### src/rtl/masked_window_rank_filter_core_macros.svh
// Assertion macros shared by the filter RTL.
`ifndef MASKED_WINDOW_RANK_FILTER_CORE_MACROS_SVH
`define MASKED_WINDOW_RANK_FILTER_CORE_MACROS_SVH

`ifndef SYNTH
// Same-cycle implication, disabled during reset.
`define MWRF_ASSERT_NOW(lbl, clk, rstn, ante, cons) \
    lbl: assert property (@(posedge clk) disable iff (!(rstn)) (ante) |-> (cons)) \
        else $error("assertion failed");
// Next-cycle implication, disabled during reset.
`define MWRF_ASSERT_NEXT(lbl, clk, rstn, ante, cons) \
    lbl: assert property (@(posedge clk) disable iff (!(rstn)) (ante) |=> (cons)) \
        else $error("assertion failed");
`else
`define MWRF_ASSERT_NOW(lbl, clk, rstn, ante, cons)
`define MWRF_ASSERT_NEXT(lbl, clk, rstn, ante, cons)
`endif

`endif

### src/rtl/mwrf_sort_cell.sv
`timescale 1ns / 1ps
module mwrf_sort_cell #(
    parameter int PIXEL_BITS = 16
) (
    input  logic                  aclk,
    input  logic                  aresetn,
    input  logic                  clear,
    input  logic                  in_valid,
    input  logic [PIXEL_BITS-1:0] in_value,
    output logic                  out_valid,
    output logic [PIXEL_BITS-1:0] out_value,
    output logic [PIXEL_BITS-1:0] held_value
);
    logic held_valid_reg;
    logic keep_in;

    // Keep the smaller of held and incoming; the larger moves right
    assign keep_in = !held_valid_reg || (in_value < held_value);

    always_ff @(posedge aclk) begin
        if (!aresetn || clear) begin
            held_valid_reg <= 1'b0;
            out_valid      <= 1'b0;
        end else begin
            out_valid <= in_valid && held_valid_reg;
            if (in_valid) begin
                held_valid_reg <= 1'b1;
            end
        end
    end

    always_ff @(posedge aclk) begin
        if (in_valid) begin
            if (keep_in) begin
                held_value <= in_value;
                out_value  <= held_value;
            end else begin
                out_value  <= in_value;
            end
        end
    end
endmodule

### src/rtl/mwrf_sort_chain.sv
`timescale 1ns / 1ps
`include "masked_window_rank_filter_core_macros.svh"
module mwrf_sort_chain #(
    parameter int CELLS      = 81,
    parameter int PIXEL_BITS = 16
) (
    input  logic                             aclk,
    input  logic                             aresetn,
    input  logic                             clear,
    input  logic                             in_valid,
    input  logic [PIXEL_BITS-1:0]            in_value,
    output logic [CELLS-1:0][PIXEL_BITS-1:0] values
);
    logic [CELLS:0]                  link_valid;
    logic [CELLS:0][PIXEL_BITS-1:0]  link_value;

    assign link_valid[0] = in_valid;
    assign link_value[0] = in_value;

    // Systolic insertion sorter: ascending from cell 0
    for (genvar c = 0; c < CELLS; c++) begin : g_cell
        mwrf_sort_cell #(
            .PIXEL_BITS(PIXEL_BITS)
        ) u_cell (
            .aclk       (aclk),
            .aresetn    (aresetn),
            .clear      (clear),
            .in_valid   (link_valid[c]),
            .in_value   (link_value[c]),
            .out_valid  (link_valid[c+1]),
            .out_value  (link_value[c+1]),
            .held_value (values[c])
        );
    end

    // At most CELLS values go in per window, so nothing falls off the end
    `MWRF_ASSERT_NOW(a_no_overflow, aclk, aresetn, 1'b1, !link_valid[CELLS])
    // A cleared chain passes nothing on the next cycle
    `MWRF_ASSERT_NEXT(a_clear_quiet, aclk, aresetn, clear, link_valid[CELLS:1] == '0)
    // Every value entering the chain is a known pixel
    `MWRF_ASSERT_NOW(a_in_known, aclk, aresetn, in_valid, !$isunknown(in_value))
endmodule

### config.mk
export PLATFORM = sky130hd
export DESIGN_NAME = mwrf_sort_chain
export DESIGN_NICKNAME = d
export VERILOG_FILES = /design/src/rtl/mwrf_sort_cell.sv /design/src/rtl/mwrf_sort_chain.sv
export VERILOG_INCLUDE_DIRS = /design/src /design/src/rtl
export SDC_FILE = /design/constraint.sdc
export NUM_CORES = 2
export LEC_CHECK = 0
export BUFFER_PORTS_ARGS = -buffer_cell sky130_fd_sc_hd__buf_4
export CAP_MARGIN = 20
export CORE_AREA = 2 2 515 517
export CTS_BUF_LIST = sky130_fd_sc_hd__clkbuf_4
export DETAILED_ROUTE_END_ITERATION = 16
export DIE_AREA = 0 0 517 519
export PLACE_DENSITY = 0.71
export RECOVER_POWER = 50
export SLEW_MARGIN = 10
export SYNTH_ARGS = -nofsm -noshare
export SYNTH_HDL_FRONTEND = slang
export SYNTH_SLANG_ARGS = --single-unit
### constraint.sdc
create_clock -name aclk -period 2.85 [get_ports aclk]
set_input_delay 0.1425 -clock aclk [delete_from_list [all_inputs] [get_ports aclk]]
set_output_delay 0.1425 -clock aclk [all_outputs]
set_load 0.05 [all_outputs]
==> results.md <==
- Outcome: finished with violations
- Failing checks: capacitance limit, slew limit
- Clk sink count: 2737
- Met2 routed WL: 179000 um
- Clk_skew: 0.09640 ns
- Synth Area in Adders: 11.87%
- Min-Delay Path Depth: 0
- Max clock buf depth: 4
- Max reg flops: 1296
- Worst Tran Pin Value: 1.510 ns
- RSZ-0062 raised after global routing: no
- Largest family of logic cells by synthesized area: adder cells
- Final Util: 58.59%
- Cell count after synthesis: 8900
- Syn_area_per_cell: 14.39 um2
- M1 WL: 140500 um
- Critical path depth in cells: 8
- Clk slew on worst S/H paths: 0.07 ns
- Crit. End Element: flip-flop
- CP Launch Type: input port
- Post-synth ARST share: 0%
- EDFF count, synth: 2576
- Library cells used by synthesis: 39
- Antenna-violating nets left: 0
- Syn_nets: 10140
- CP required: 4.21 ns
- Most used cell, CP: dlygate4sd3_1
- Die Width: 517 um
- Seq. cell area: 80580 um2
- Vias per inst: 5.366
- Hold Slack: 0.4135 ns
- Drt first pass iters: 7
- Lkg Pwr: 0.05921 uW
- Largest net degree at the start of global routing: 40
- Core ar.: 263400 um2
- Sequential fraction of the synthesis area: 62.93%
- FF+latch count, synth: 2737
- Area of the multi-input gates: 42750 um2
- Final Routed Wirelength: 389800 um
- Initial Util: 48.60%
- Fin. Hold Viols: 0
- Fmax: 0.3528 GHz
- CTS root buffer: clkbuf_4
- Worst-Skew Late Latency: 1.54 ns
- Routed WL per cell: 25.31 um
- Internal reg-to-reg setup slack: 0.14 ns
- Gr usage total: 28.39%
- Number of global-route vias before repair: 85370
- Area grow syn2layout: 20.54%
- Synth Cell Area: 128000 um2
- Worst path max stage delay: 1.15 ns
- Post-Synth XOR/XNOR Area: 0%
- Simple-Gate Fraction of Synth Area: 4.302%
- Placed inst area: 145700 um2
- Fin area: 154300 um2
- Starting DRT DRC Count: 5784
- Max cap viols: 1
- Ys flop type: edfxtp_1
- Pins over their slew limit: 28
- Antenna violations before repair: 5
- Slowest-stage cell, CP: clkbuf_2
- CP Cell Sequence: dlygate4sd3_1, clkbuf_4, dlygate4sd3_1, nand2b_1, clkbuf_2, clkbuf_4, dlygate4sd3_1, nor2_1
- First-pass GRT wire length: 561100 um
- Die footprint: 268300 um2
- Drt drc: 0
- Worst Hold Class: flip-flop to flip-flop
- Pwr Density: 516.1 nW/um2
- Worst vdd ir: 0.3859 mV
- Final Net Count: 12480
- Vias: 82620
- DP Wirelength: 303000 um
- Layout cells sized above 1: 33.58%
- Minimum period implied by the final worst setup slack: 2.835 ns
- Slew margin rel.: -0.6628%
- I/O Buffers: 1315
- WP data arrival: 4.20 ns
- Crit share post-route: 99.46%
- Crit path buffers/inverters: 6
- Depth of the CTS H-tree: 6
- GP Congestion: 0.9654
- Top sig layer: met5
- Critical path type: input port to flip-flop
- Reg2Reg Depth: 8
- Final setup vio count: 0
- FP Rows: 189
- Met3 wire len: 39080 um
- I/O pins: 1316
- CTS Buf Count: 729
- Compound-gate portion of the synthesized area: 5.412%
- CTS tree: done
- Post-synthesis mux area share: 11.28%
- # fillers: 21110
- GRT overflow: 0
- Die height: 519 um
- YS warnings: 0
- CP Max Fanout: 27
- Delay-heaviest family, CP: buffers and inverters
final timing paths:
kind | startpoint | to
max | clear | g_cell[1].u_cell.held_valid_reg
min | g_cell[41].u_cell.out_value[0] | g_cell[42].u_cell.held_value[0]
max reg2reg | g_cell[13].u_cell.held_value[14] | g_cell[13].u_cell.out_value[13]
min reg2reg | g_cell[41].u_cell.out_value[0] | g_cell[42].u_cell.held_value[0]
cell usage after synthesis, types with 2 or more instances:
master	n	share of area, %
edfxtp_1	2576	60
inv_1	1300	3.8
mux2_2	1271	11
ha_1	1215	12
a21oi_1	495	1.9
nor2_1	357	1.0
nand2_1	289	0.85
o21ai_0	255	1.0
dfxtp_1	161	2.5
nand3_1	115	0.45
nand4_1	113	0.55
and3_1	88	0.43
nor2b_1	81	0.40
buf_2	79	0.31
a21boi_0	72	0.42
nand2b_1	71	0.35
a211oi_1	44	0.26
nor3_1	44	0.17
a22oi_1	43	0.25
o41ai_2	43	0.55
a31oi_1	37	0.18
a2111o_1	36	0.32
a41oi_1	33	0.23
o21bai_1	32	0.19
clkbuf_1	18	0.053
mux2_4	9	0.11
and4_1	5	0.034
a31oi_2	4	0.039
a21o_1	3	0.018
a2111oi_0	2	0.014
what timing repair did:
item	in CTS	in global routing
buffers inserted	0	4
endpoints found under the hold margin	225	0
setup endpoints to repair	0	22
resized for setup	0	2
hold buffers	57	0
logic make-up after synthesis:
kind of cell,Yosys count
AOI/OAI and AO/OA,1102
adders and majority gates,1215
buffers and inverters,1399
DFF,2737
muxes,1280
and+or+nand+nor,1167
layout make-up:
class	count	area share (%)
Tap cell	3533	2.864
Timing Repair Buffer	1716	7.804
Multi-Input combinational cell	4764	27.70
Sequential cell	2737	52.21
Inverter	1300	3.162
Clock buffer	1095	5.326
Clock inverter	253	0.9372
Antenna cell	1	0.001621
per-layer routing:
metal | GRT usage (%) | up-vias
met1 | 31.28 | 40740
met3 | 10.80 | 802
met2 | 44.91 | 2941
met5 | 0 | -
met4 | 20.29 | 2
li1 | - | 38140
power by group:
part	internal (uW)	switching, uW	total (uW)
sequential	43300	34.4	43300
clock	18400	17500	35900
combinational	149	255	404
total	61900	17800	79600
metrics by stage:
step	total power [uW]	setup WS (ns)	cells	TNS, ns
after floorplan	44380	0.003554	8900	0
after global placement	44560	-0.01032	13980	-0.05371
after detailed placement	44570	0.1004	13990	0
after CTS	80620	0.07640	15390	0
after global routing	82700	0.01999	15400	0
final	79650	0.01534	15400	0
cell usage in the layout (no fill, tap or decap), drive strengths merged:
cell / count
a41o: 1
diode: 1
o21ai: 255
ha: 1215
dfxtp: 161
a21oi: 495
a41oi: 33
nand3: 115
a21o: 3
a2111o: 36
a2111oi: 2
clkinv: 207
o41ai: 43
edfxtp: 2576
mux2: 1280
a22oi: 43
nand4: 113
a211oi: 44
and2: 1
or4: 1
nand2: 289
bufinv: 7
nor3: 44
clkinvlp: 9
a21boi: 72
or2b: 1
nor2b: 81
nor2: 357
and3: 88
a31oi: 41
nand2b: 71
and4: 6
buf: 1230
o21a: 1
o21bai: 32
inv: 1330
o2111ai: 1
dlygate4sd3: 56
clkbuf: 1525
Power figures use the tool's default switching activity.
